[src/rtl/core/wia_pkg.sv]
`default_nettype none
package wia_pkg;

  localparam int DIGIT_BITS  = 32;
  localparam int DIGIT_COUNT = 16;
  localparam int IDX_BITS    = 4;
  localparam int HALF        = DIGIT_COUNT / 2;
  localparam int TOTAL_BITS  = DIGIT_BITS * DIGIT_COUNT;
  localparam int BIT_CNT_W   = 9;

  typedef logic [DIGIT_BITS-1:0] digit_t;
  typedef logic [IDX_BITS-1:0]   idx_t;
  typedef logic [BIT_CNT_W-1:0]  bcnt_t;

  typedef enum logic [3:0] {
    OP_ADD = 4'd0,
    OP_SUB = 4'd1,
    OP_MUL = 4'd2,
    OP_DIV = 4'd3,
    OP_SHL = 4'd4,
    OP_SHR = 4'd5,
    OP_AND = 4'd6,
    OP_OR  = 4'd7,
    OP_CMP = 4'd8
  } op_t;

  localparam logic [1:0] CMP_LT = 2'd0;
  localparam logic [1:0] CMP_EQ = 2'd1;
  localparam logic [1:0] CMP_GT = 2'd2;

  // Controller to datapath commands
  typedef struct packed {
    logic  load;        // write digit pair
    logic  start;       // clear work registers, latch op
    logic  digit_step;  // process digit at cnt (add/sub/logic/shift/cmp/zero check)
    logic  mul_step;    // one partial product at (i,j)
    logic  mul_row_end; // store row carry
    logic  div_shift;   // shift in next dividend bit
    logic  div_sub;     // conditional subtract digit at cnt
    logic  div_end;     // commit subtract decision
    idx_t  i;
    idx_t  j;
    idx_t  cnt;
    bcnt_t bit_pos;
  } dp_cmd_t;

  typedef struct packed {
    logic       b_zero;
    logic [1:0] cmp;
    logic       carry;
  } dp_stat_t;

endpackage
`default_nettype wire

[src/rtl/core/wia_ctrl.sv]
`default_nettype none
module wia_ctrl (
  input  wire logic              clk,
  input  wire logic              rst,
  input  wire logic              in_fire,
  input  wire logic              in_exec,
  input  wire wia_pkg::idx_t     in_index,
  input  wire logic [3:0]        in_op,
  output logic                   in_ready,
  output wia_pkg::op_t           op,
  output wia_pkg::dp_cmd_t       cmd,
  input  wire wia_pkg::dp_stat_t stat,
  output logic                   out_valid,
  input  wire logic              out_ready,
  output logic                   out_rem,
  output wia_pkg::idx_t          out_idx,
  output logic                   out_carry,
  output logic                   out_borrow,
  output logic [1:0]             out_cmp,
  output logic                   out_dz,
  output logic                   out_last
);
  localparam int ND = wia_pkg::DIGIT_COUNT;
  localparam wia_pkg::idx_t IDX_MAX = wia_pkg::idx_t'(ND - 1);
  localparam wia_pkg::idx_t HMAX    = wia_pkg::idx_t'(wia_pkg::HALF - 1);

  typedef enum logic [3:0] {
    S_IDLE, S_SCAN, S_MUL_P, S_MUL, S_ROW, S_DSHIFT, S_DSUB, S_DEND, S_EMIT
  } state_t;

  state_t        state;
  wia_pkg::idx_t cnt, mi, mj;
  wia_pkg::bcnt_t bitp;
  logic          emit_rem;

  assign in_ready = (state == S_IDLE);
  assign out_rem  = emit_rem;

  always_comb begin
    cmd.cnt         = cnt;
    cmd.i           = mi;
    cmd.j           = mj;
    cmd.bit_pos     = bitp;
    cmd.load        = in_fire && !in_exec && (32'(in_index) < ND);
    cmd.start       = in_fire && in_exec;
    cmd.digit_step  = (state == S_SCAN);
    cmd.mul_step    = (state == S_MUL);
    cmd.mul_row_end = (state == S_ROW);
    cmd.div_shift   = (state == S_DSHIFT);
    cmd.div_sub     = (state == S_DSUB);
    cmd.div_end     = (state == S_DEND);
  end

  always_ff @(posedge clk) begin
    if (rst) begin
      state     <= S_IDLE;
      out_valid <= 1'b0;
      op        <= wia_pkg::OP_ADD;
      cnt       <= '0;
      mi        <= '0;
      mj        <= '0;
      bitp      <= '0;
      emit_rem  <= 1'b0;
      out_idx   <= '0;
      out_carry <= 1'b0;
      out_borrow <= 1'b0;
      out_cmp   <= '0;
      out_dz    <= 1'b0;
      out_last  <= 1'b0;
    end else begin
      unique case (state)
        S_IDLE: begin
          if (in_fire && in_exec && in_op <= 4'(wia_pkg::OP_CMP)) begin
            op       <= wia_pkg::op_t'(in_op);
            cnt      <= '0;
            mi       <= '0;
            mj       <= '0;
            emit_rem <= 1'b0;
            state    <= (in_op == 4'(wia_pkg::OP_MUL)) ? S_MUL_P : S_SCAN;
          end
        end
        S_SCAN: begin
          cnt <= cnt + 1'b1;
          if (cnt == IDX_MAX) begin
            cnt <= '0;
            if (op == wia_pkg::OP_DIV) begin
              bitp  <= wia_pkg::bcnt_t'(wia_pkg::TOTAL_BITS - 1);
              state <= S_DSHIFT;
            end else begin
              state <= S_EMIT;
            end
          end
        end
        S_MUL_P: state <= S_MUL;
        S_MUL: begin
          mj    <= mj + 1'b1;
          state <= S_MUL_P;
          if (mj == HMAX) begin
            mj    <= '0;
            state <= S_ROW;
          end
        end
        S_ROW: begin
          mi    <= mi + 1'b1;
          state <= S_MUL_P;
          if (mi == HMAX) begin
            cnt   <= '0;
            state <= S_EMIT;
          end
        end
        S_DSHIFT: begin
          if (stat.b_zero) begin
            cnt   <= '0;
            state <= S_EMIT;
          end else begin
            cnt   <= '0;
            state <= S_DSUB;
          end
        end
        S_DSUB: begin
          cnt <= cnt + 1'b1;
          if (cnt == IDX_MAX) state <= S_DEND;
        end
        S_DEND: begin
          bitp  <= bitp - 1'b1;
          cnt   <= '0;
          state <= (bitp == '0) ? S_EMIT : S_DSHIFT;
        end
        S_EMIT: begin
          if (!out_valid || out_ready) begin
            if (out_valid && out_last) begin
              out_valid <= 1'b0;
              state     <= S_IDLE;
            end else begin
              out_valid <= 1'b1;
              out_idx   <= cnt;
              out_dz    <= (op == wia_pkg::OP_DIV) && stat.b_zero;
              out_cmp   <= (op == wia_pkg::OP_CMP) ? stat.cmp : wia_pkg::CMP_LT;
              out_last  <= (op == wia_pkg::OP_CMP) ||
                           (cnt == IDX_MAX && (op != wia_pkg::OP_DIV || emit_rem));
              out_carry <= (op == wia_pkg::OP_ADD) && cnt == IDX_MAX && stat.carry;
              out_borrow <= (op == wia_pkg::OP_SUB) && cnt == IDX_MAX && stat.carry;
              cnt       <= cnt + 1'b1;
              // remainder digits follow the top quotient digit
              if (op == wia_pkg::OP_DIV && cnt == IDX_MAX) emit_rem <= 1'b1;
            end
          end
        end
        default: state <= S_IDLE;
      endcase
    end
  end
endmodule
`default_nettype wire

[config.mk]
export PLATFORM = sky130hd
export DESIGN_NAME = wia_ctrl
export DESIGN_NICKNAME = d
export VERILOG_FILES = /design/src/rtl/core/wia_pkg.sv /design/src/rtl/core/wia_ctrl.sv
export SDC_FILE = /design/constraint.sdc
export NUM_CORES = 1
export LEC_CHECK = 0
export BUFFER_PORTS_ARGS = -buffer_cell sky130_fd_sc_hd__buf_2
export CAP_MARGIN = 20
export CELL_PAD_IN_SITES_DETAIL_PLACEMENT = 0
export CELL_PAD_IN_SITES_GLOBAL_PLACEMENT = 1
export CORE_UTILIZATION = 39
export DETAILED_ROUTE_END_ITERATION = 12
export PLACE_DENSITY = 0.92
export SETUP_SLACK_MARGIN = 0.2
export SLEW_MARGIN = 20
export SYNTH_ARGS = -nofsm -noshare
export SYNTH_HDL_FRONTEND = slang
export SYNTH_SLANG_ARGS = --single-unit
[constraint.sdc]
create_clock -name clk -period 5.25 [get_ports clk]
set_input_delay 1.05 -clock clk [delete_from_list [all_inputs] [get_ports clk]]
set_output_delay 1.05 -clock clk [all_outputs]
set_load 0.01 [all_outputs]
==> results of run 1 <==
cells by family after synthesis:
group	after synthesis
xor+xnor	1
flops	41
compound gates	71
buf+inv	20
simple gates	120
fa+ha+maj	4
mux	1
how the worst max path moves through the flow:
stage                          startpoint  slack, ns  depth (start not counted)                  end
floorplan                        in_op[0]       2.57                          5  cnt[3]$_SDFFE_PP0P_
global placement                 in_op[0]       2.36                          6  cnt[3]$_SDFFE_PP0P_
detailed placement               in_op[0]       2.33                          6  cnt[3]$_SDFFE_PP0P_
CTS                 state[1]$_SDFFE_PP0P_       2.24                          4              cmd[25]
global route        state[2]$_SDFFE_PP0P_       2.07                          3              cmd[21]
finish              state[2]$_SDFFE_PP0P_       2.22                          3              cmd[21]
stage by stage:
| step | hold WS (ns) | utilization, % | power, mW | cells |
|---|---|---|---|---|
| final | 0.451 | 49.4 | 0.704 | 382 |
| after global routing | 0.471 | 49.4 | 0.742 | 382 |
| after CTS | 0.454 | 49.4 | 0.711 | 382 |
| after detailed placement | 0.443 | 47.1 | 0.446 | 374 |
| after global placement | 0.436 | 47.1 | 0.444 | 374 |
| after floorplan | 0.476 | - | 0.415 | 258 |
power breakdown:
group	internal, mW	switching, mW
clock	0.155	0.109
combinational	0.0451	0.0602
sequential	0.318	0.0165
Yosys cell counts (4+ instances only):
| library cell | count | area [sq um] |
|---|---|---|
| dfxtp_1 | 41 | 821 |
| a21oi_1 | 35 | 175 |
| nand2_1 | 35 | 131 |
| nor2_1 | 20 | 75.1 |
| nand3_1 | 11 | 55.1 |
| nor3_1 | 11 | 55.1 |
| o21ai_0 | 9 | 45.0 |
| clkbuf_1 | 7 | 26.3 |
| inv_1 | 6 | 22.5 |
| a211oi_1 | 5 | 37.5 |
| ha_1 | 4 | 50.1 |
| nand2b_1 | 4 | 25.0 |
| nor2b_1 | 4 | 25.0 |
| or4_1 | 4 | 30.0 |
area by class of cell:
class | count | area (sq um)
Clock buffer | 7 | 86.3
Clock inverter | 1 | 30.0
Fill cell | 539 | 2590
Inverter | 8 | 30.0
Multi-Input combinational cell | 197 | 1180
Sequential cell | 41 | 821
Tap cell | 70 | 87.6
Timing Repair Buffer | 58 | 290
sequential cells by signal, indices dropped and copies added, names as in the netlist:
name and cells:
out_cmp 2, out_dz 1, out_borrow 1, cnt 4
op 4, mi 4, out_last 1, out_valid 1
state 4, out_rem 1, out_idx 4, mj 4
out_carry 1, bitp 9
worst reg2reg max path, delay by kind of cell (launching register included):
kind	cells	cell delay (ns)
AOI/OAI and AO/OA	3	0.76
DFF	1	0.67
and+or+nand+nor	2	0.54
buffers and inverters	1	0.35
metal layers:
metal  global-route usage [%]  up-vias  part of all wire (%)
met5                        0        -                     0
met4                     8.60        0                   2.0
met3                     3.61        9                   4.8
met2                     30.5       58                    45
met1                     25.7      965                    48
li1                         -     1049                     -
==> impl_metrics.env, run 1 <==
export IMPL_synthMuxAreaShare_pct=0.482
export IMPL_async_flop_share_pct=0
export IMPL_syn_inst=258
export IMPL_hp_class="register to register"
export IMPL_crit_type="register to primary output"
export IMPL_remaining_drc_errors=0
export IMPL_crit_buf_inv=2
export IMPL_cts_hold_buf=0
export IMPL_post_dp_hpwl_um=3600
export IMPL_core_sq_mm=0.00511
export IMPL_yosys_area_share_simple_pct=32.7
export IMPL_num_antenna_cells=0
export IMPL_netlist_area_sq_mm=0.00208
export IMPL_die_area_sq_mm=0.00562
export IMPL_end_kind="primary output"
export IMPL_die_w_um=75.0
export IMPL_rows=26
export IMPL_antenna_found_initial=0
export IMPL_drv_slew=0
export IMPL_path_clk_slew_ns=0.08
export IMPL_drv_cap=0
export IMPL_hold_violations=0
export IMPL_cts_resized=0
export IMPL_setup_ws_ns=2.22
export IMPL_cp_data_required_time_ns=4.20
export IMPL_worstSkewPairLatency_ns=0.29
export IMPL_mostFrequentLayoutCells="58 x buf_2, 41 x dfxtp_1, 35 x nand2_1, 35 x a21oi_1, 20 x nor2_1"
export IMPL_slew_headroom_pct=43.8
export IMPL_layout_commonest_cell="buf_2"
export IMPL_drive_gt1_share_pct=23.7
export IMPL_drt_wl_total_um=5130
export IMPL_clock_sinks=41
export IMPL_min_to="out_cmp[0]$_SDFFE_PP0P_"
export IMPL_synth_warnings=0
export IMPL_r2r_start="state[2]$_SDFFE_PP0P_"
export IMPL_pre_cts_slack_ns=2.33
export IMPL_clock_skew_final_ns=0.00349
export IMPL_dpl_instance_area_sq_mm=0.00240
export IMPL_synthesis_nets=279
export IMPL_grt_max_degree=42
export IMPL_finalWeightedCongestion=0.779
export IMPL_grt_pass1_wl_um=8200
export IMPL_max_stage_delay_ns=0.67
export IMPL_ir_worst_vdd_mv=0.118
export IMPL_io_buffers=58
export IMPL_startpoint_type="register"
export IMPL_synth_edf_count=0
export IMPL_worst_pin_slew_ns=0.842
export IMPL_finalInstanceArea_sq_mm=0.00252
export IMPL_vias=2081
export IMPL_outcome="completed"
export IMPL_reg2reg_slack_ns=2.86
export IMPL_ys_flop_type="dfxtp_1"
export IMPL_synth_top_family_by_area="simple AND/OR/NAND/NOR gates"
export IMPL_layout_min_cycle_time_ns=3.03
export IMPL_clock_fmax_ghz=0.330
export IMPL_path_delay_family="flip-flops"
export IMPL_cts_setup_buffers=0
export IMPL_cp_slowest_cell="dfxtp_1"
export IMPL_cts_tree="done"
export IMPL_cts_root_buffer="clkbuf_8"
export IMPL_hold_depth=2
export IMPL_ios=63
export IMPL_power_density_mw_per_mm2=279
export IMPL_cts_buffers_inserted=5
export IMPL_synthAdderAreaFrac_pct=2.41
export IMPL_synth_ff_latch_count=41
export IMPL_yosysSeqAreaShare_pct=39.5
export IMPL_postRouteAntennaNets=0
export IMPL_reg2reg_to="bitp[6]$_SDFFE_PP0P_"
export IMPL_yosysUniqueCellTypes=57
export IMPL_start_util_pct=40.7
export IMPL_nets=332
export IMPL_crit_chain="nand4b_1, inv_2, buf_2"
export IMPL_drt_iter0_markers=107
export IMPL_rr_worst_depth=6
export IMPL_avgSynthCellArea_sq_um=8.05
export IMPL_cp_arrival_ns=1.98
export IMPL_hp_start="out_cmp[0]$_SDFFE_PP0P_"
export IMPL_first_global_vias=1718
export IMPL_routed_via_density=5.45
export IMPL_htreeDepth=2
export IMPL_synthXorXnorAreaFrac_pct=0.422
export IMPL_cts_buffer_depth=2
export IMPL_wire_per_inst_um=13.4
export IMPL_grt_setup_unrepaired="false"
export IMPL_leakage_nw=1.07
export IMPL_grt_util_all_layers_pct=19.3
export IMPL_die_y_um=75.0
export IMPL_fin_crit_sh_pct=57.8
export IMPL_path_max_fanout=15
export IMPL_grt_remaining_overflow=0
export IMPL_setup_viol=0
export IMPL_dr_pass1_iters=4
export IMPL_area_growth_pct=21.4
export IMPL_synth_compound_area_share_pct=20.7
export IMPL_finalSetupTns_ns=0
Power figures use the tool's default switching activity.
==> run 2, diff against run 1 <==
- ABC_AREA: default -> 1
- CORE_UTILIZATION: 39 -> 32
- PLACE_DENSITY: 0.92 -> 0.84
- clock period: 5.25 -> 2.5 ns (I/O delays scaled with it)
==> impl_metrics.env, run 2 <==
export IMPL_remaining_drc_errors=0
export IMPL_clock_skew_final_ns=0.0117
export IMPL_largest_reg_flops=9
export IMPL_synth_most_common_cell="nand2_1"
export IMPL_regMostFlops="bitp"
export IMPL_power_density_mw_per_mm2=861
export IMPL_cts_buffers_inserted=5
export IMPL_startpoint_type="register"
export IMPL_grt_util_all_layers_pct=16.0
export IMPL_yosysUniqueCellTypes=31
export IMPL_synthTopCellsByArea="dfxtp_1 36%, nand2_1 13%, nor2_1 6.7%"
export IMPL_drv_slew=0
export IMPL_nets=414
export IMPL_leakage_nw=1.31
export IMPL_cp_data_required_time_ns=2.00
export IMPL_yosysSeqAreaShare_pct=36.4
export IMPL_htreeDepth=2
export IMPL_cts_root_buffer="clkbuf_8"
export IMPL_antenna_found_initial=0
export IMPL_clock_fmax_ghz=0.522
export IMPL_cts_hold_buf=0
export IMPL_crit_type="register to primary output"
export IMPL_drt_iter0_markers=115
export IMPL_core_sq_mm=0.00679
export IMPL_dr_pass1_iters=4
export IMPL_yosys_area_top_type_share_pct=36.4
export IMPL_ir_worst_vdd_mv=0.361
export IMPL_setup_viol=0
export IMPL_ios=63
export IMPL_crit_chain="inv_2, nand2_2, nor2_1, buf_2"
export IMPL_die_y_um=85.9
export IMPL_hp_class="input pin to register"
export IMPL_cp_slowest_cell="dfxtp_1"
export IMPL_vias=2254
export IMPL_grt_remaining_overflow=0
export IMPL_cts_tree="done"
export IMPL_drive_gt1_share_pct=26.6
export IMPL_postRouteAntennaNets=0
export IMPL_grt_max_degree=26
export IMPL_synth_warnings=0
export IMPL_path_max_fanout=5
export IMPL_num_antenna_cells=0
export IMPL_outcome="completed"
export IMPL_cts_setup_buffers=0
export IMPL_grt_pass1_wl_um=9320
export IMPL_cts_buffer_depth=2
export IMPL_yosys_area_top_type="dfxtp_1"
export IMPL_path_clk_slew_ns=0.09
export IMPL_layout_min_cycle_time_ns=1.92
export IMPL_final_core_util_pct=40.7
export IMPL_first_global_vias=2065
export IMPL_synth_edf_count=0
export IMPL_path_delay_family="simple AND/OR/NAND/NOR gates"
export IMPL_die_w_um=85.9
export IMPL_async_flop_share_pct=0
export IMPL_post_dp_hpwl_um=4380
export IMPL_fin_crit_sh_pct=76.7
export IMPL_synth_ff_latch_count=41
export IMPL_finalWeightedCongestion=0.848
export IMPL_drv_cap=0
export IMPL_fillers=731
export IMPL_finalSetupTns_ns=0
export IMPL_start_util_pct=33.2
export IMPL_slew_headroom_pct=67.0
export IMPL_io_buffers=58
export IMPL_layout_commonest_cell="nand2_1"
export IMPL_crit_buf_inv=2
export IMPL_netlist_area_sq_mm=0.00225
export IMPL_end_kind="primary output"
export IMPL_grt_setup_unrepaired="false"
export IMPL_mostFrequentLayoutCells="80 x nand2_1, 58 x buf_2, 41 x dfxtp_1, 40 x nor2_1, 30 x inv_1"
export IMPL_worst_pin_slew_ns=0.494
export IMPL_wire_per_inst_um=11.6
export IMPL_die_area_sq_mm=0.00739
export IMPL_cp_arrival_ns=1.42
export IMPL_synthesis_nets=353
export IMPL_max_stage_delay_ns=0.36
export IMPL_cts_resized=0
export IMPL_clock_sinks=41
export IMPL_rows=30
export IMPL_avgSynthCellArea_sq_um=6.79
export IMPL_syn_inst=332
export IMPL_area_growth_pct=22.6
export IMPL_worstSkewPairLatency_ns=0.30
export IMPL_synthTopCellsByCount="80 x nand2_1, 41 x dfxtp_1, 40 x nor2_1"
export IMPL_drt_wl_total_um=5690
export IMPL_hold_violations=0
export IMPL_ys_flop_type="dfxtp_1"
export IMPL_routed_via_density=4.60
==> run 2: cell count changes after synthesis, sizes merged, moves of 5 or more <==
cell    previous run  this run
clkbuf             8         3
nand2             35        85
nor4b              5         0
nor3              11         3
or3b               5         0
o21ai             11        28
nand3             11        21
nor2              20        49
inv                8        39
==> run 2: final cells by class <==
| type | instances | area, sq um | share of cell area, % |
|---|---|---|---|
| flip-flops and latches | 41 | 821 | 29.7 |
| well taps | 96 | 120 | 4.34 |
| repair buffers | 59 | 298 | 10.8 |
| multi-input cells | 246 | 1260 | 45.4 |
| clock inverters | 3 | 46.3 | 1.67 |
| inverters | 40 | 155 | 5.61 |
| clock buffers | 5 | 68.8 | 2.49 |
==> run 2: per-layer routing <==
metal / wire, um / up-vias / GRT usage, %
met5: 0 / - / 0
met4: 74 / 0 / 5.76
met3: 268 / 5 / 3.85
met2: 2520 / 45 / 25.8
met1: 2830 / 1002 / 20.7
li1: - / 1202 / -
==> run 2: logic make-up (layout without fill, tap and decap cells) <==
kind of cell               Yosys count  in the layout  synth area share (%)
AOI/OAI and AO/OA                   67             67                  17.1
xor gates and xnor gates             4              4                  1.55
adders and majority gates            4              4                  2.22
buffers and inverters               45            107                  7.88
DFF                                 41             41                  36.4
and+or+nand+nor                    171            171                  34.9
==> run 2: power by group <==
part,switching [mW],total [mW],leakage (nW),internal [mW]
Sequential,0.110,0.873,0.333,0.763
Combinational,0.618,0.962,0.926,0.344
Clock,0.247,0.546,0.0543,0.299
==> run 2: worst reg2reg max path: stages, from the launching register on <==
cell and delay (ns):
dfxtp_1 0.49, ha_1 0.25, nand3_2 0.19, nand2_1 0.18, nand3_1 0.10, nor2_2 0.17, nand2_1 0.07, a21oi_1 0.16
==> run 2: through the flow <==
| step | area [sq um] | instances | worst slack (ns) | power, mW | hold WS (ns) |
|---|---|---|---|---|---|
| floorplan | 2250 | 332 | 1.04 | 1.58 | 0.481 |
| global placement | 2650 | 482 | 0.786 | 1.84 | 0.453 |
| detailed placement | 2650 | 482 | 0.749 | 1.85 | 0.460 |
| CTS | 2770 | 490 | 0.577 | 2.41 | 0.451 |
| global route | 2770 | 490 | 0.472 | 2.58 | 0.455 |
| finish | 2770 | 490 | 0.583 | 2.38 | 0.456 |
==> run 2: path summary, 6_finish.rpt <==
check                             to                    start  cells past startpoint  slack, ns
max                          cmd[24]    state[3]$_SDFFE_PP0P_                      4       0.58
min               op[3]$_SDFFE_PP0P_                 in_op[3]                      3       0.46
max reg2reg    state[0]$_SDFFE_PP0P_      cnt[0]$_SDFFE_PP0P_                      7       0.81
min reg2reg  out_cmp[1]$_SDFFE_PP0P_  out_cmp[1]$_SDFFE_PP0P_                      2       0.47
==> run 3, diff against run 2 <==
- ABC_AREA: 1 -> 0
- CORE_UTILIZATION: 32 -> 37
- PLACE_DENSITY: 0.84 -> 0.89
- clock period: 2.5 -> 1.9 ns (I/O delays scaled with it)
==> impl_metrics.env, run 3 (synthesis results as in run 1) <==
export IMPL_start_util_pct=39.4
export IMPL_ios=63
export IMPL_fin_crit_sh_pct=98.7
export IMPL_clock_skew_final_ns=0.00974
export IMPL_drt_wl_total_um=6170
export IMPL_cp_slowest_cell="or4b_4"
export IMPL_slew_headroom_pct=56.8
export IMPL_layout_commonest_cell="buf_4"
export IMPL_drv_cap=0
export IMPL_rows=26
export IMPL_hold_violations=0
export IMPL_cts_tree="done"
export IMPL_ir_worst_vdd_mv=0.352
export IMPL_drt_iter0_markers=80
export IMPL_core_sq_mm=0.00527
export IMPL_wire_per_inst_um=13.9
export IMPL_clock_fmax_ghz=0.533
export IMPL_nets=395
export IMPL_reg2reg_slack_ns=0.06
export IMPL_drv_slew=0
export IMPL_worst_pin_slew_ns=0.638
export IMPL_io_buffers=58
export IMPL_path_max_fanout=6
export IMPL_max_stage_delay_ns=0.51
export IMPL_startpoint_type="input pin"
export IMPL_cp_data_required_time_ns=2.13
export IMPL_path_clk_slew_ns=0.08
export IMPL_end_kind="register"
export IMPL_clock_sinks=41
export IMPL_power_density_mw_per_mm2=651
export IMPL_crit_chain="buf_6, o31a_1, or2_1, a221o_1, or4b_4, a21oi_2"
export IMPL_drive_gt1_share_pct=47.9
export IMPL_die_w_um=76.9
export IMPL_path_delay_family="compound AO/OA/AOI/OAI gates"
export IMPL_die_area_sq_mm=0.00592
export IMPL_dr_pass1_iters=4
export IMPL_min_to="out_cmp[1]$_SDFFE_PP0P_"
export IMPL_postRouteAntennaNets=0
export IMPL_grt_setup_unrepaired="true"
export IMPL_area_growth_pct=56.6
export IMPL_leakage_nw=1.42
export IMPL_crit_type="input pin to register"
export IMPL_remaining_drc_errors=0
export IMPL_finalWeightedCongestion=0.819
export IMPL_cts_hold_buf=0
export IMPL_grt_pass1_wl_um=9720
export IMPL_totalPowerFinal_mw=2.12
export IMPL_hp_start="stat[2]"
export IMPL_antenna_found_initial=0
export IMPL_cp_startpoint="in_op[0]"
export IMPL_pre_cts_slack_ns=-0.225
export IMPL_crit_buf_inv=1
export IMPL_die_y_um=76.9
export IMPL_first_global_vias=2175
export IMPL_worstSkewPairLatency_ns=0.29
export IMPL_cts_buffer_depth=2
export IMPL_grt_max_degree=42
export IMPL_cp_depth=6
export IMPL_rr_worst_depth=5
export IMPL_outcome="completed"
export IMPL_reg2reg_to="cnt[2]$_SDFFE_PP0P_"
export IMPL_finalSetupTns_ns=0
export IMPL_htreeDepth=2
export IMPL_setup_ws_ns=0.0255
export IMPL_grt_util_all_layers_pct=19.9
export IMPL_post_dp_hpwl_um=3820
export IMPL_hp_class="input pin to register"
export IMPL_cts_buffers_inserted=5
export IMPL_regMostFlops="bitp"
export IMPL_setup_viol=0
export IMPL_r2r_start="out_last$_SDFFE_PP0P_"
export IMPL_layout_min_cycle_time_ns=1.87
export IMPL_mostFrequentLayoutCells="55 x buf_4, 53 x buf_2, 34 x nand2_1, 33 x dfxtp_1, 32 x a21oi_1"
export IMPL_cp_arrival_ns=2.11
export IMPL_hold_depth=3
export IMPL_largest_reg_flops=9
export IMPL_grt_remaining_overflow=0
export IMPL_routed_via_density=5.38
export IMPL_cts_root_buffer="clkbuf_8"
export IMPL_vias=2388
export IMPL_num_antenna_cells=0
run 3: power by group:
group          switching (mW)  leakage [nW]  internal (mW)
logic                   0.260          1.04          0.334
clock network           0.312        0.0433          0.288
registers              0.0431         0.336          0.881
run 3: area by class of cell:
cell class / instances / area [sq um]
fillers: 482 / 2020
multi-input cells: 197 / 1370
flip-flops and latches: 41 / 841
repair buffers: 121 / 828
well taps: 70 / 87.6
clock buffers: 6 / 82.6
inverters: 8 / 32.5
clock inverters: 1 / 7.51
run 3: stage by stage:
step                      cell area [sq um]  utilization [%]  cells  hold slack [ns]
after floorplan                        2150                -    258            0.476
after global placement                 2720             51.5    408            0.437
after detailed placement               2720             51.5    408            0.447
after CTS                              2960             56.1    423            0.327
after global routing                   3250             61.7    444            0.333
final                                  3250             61.7    444            0.336
run 3: worst max path at each step:
stage / to / slack, ns
finish: cnt[2]$_SDFFE_PP0P_ / 0.03
global route: cnt[2]$_SDFFE_PP0P_ / 0.02
global placement: cnt[2]$_SDFFE_PP0P_ / -0.18
floorplan: cnt[2]$_SDFFE_PP0P_ / -0.02
detailed placement: cnt[2]$_SDFFE_PP0P_ / -0.22
CTS: cmd[25] / 0.06
run 3: layer usage:
| layer | part of all wire (%) | wire (um) | track usage [%] |
|---|---|---|---|
| met5 | 0 | 0 | 0 |
| met1 | 47 | 2870 | 24.6 |
| met2 | 48 | 2980 | 33.8 |
| met4 | 1.5 | 93 | 6.92 |
| met3 | 3.7 | 228 | 4.52 |
run 3: what timing repair did:
item / CTS / global route
setup buffers: 8 / 21
pin swaps: 2 / 16
endpoints found under the setup margin: 24 / 28
gates resized for setup: 22 / 41
run 3: worst register-to-register path, stage by stage (launching register included):
cell and delay (ns):
dfxtp_1 0.32, nand2b_4 0.14, a211o_1 0.29, a221o_1 0.40, or4b_4 0.51, a21oi_2 0.12
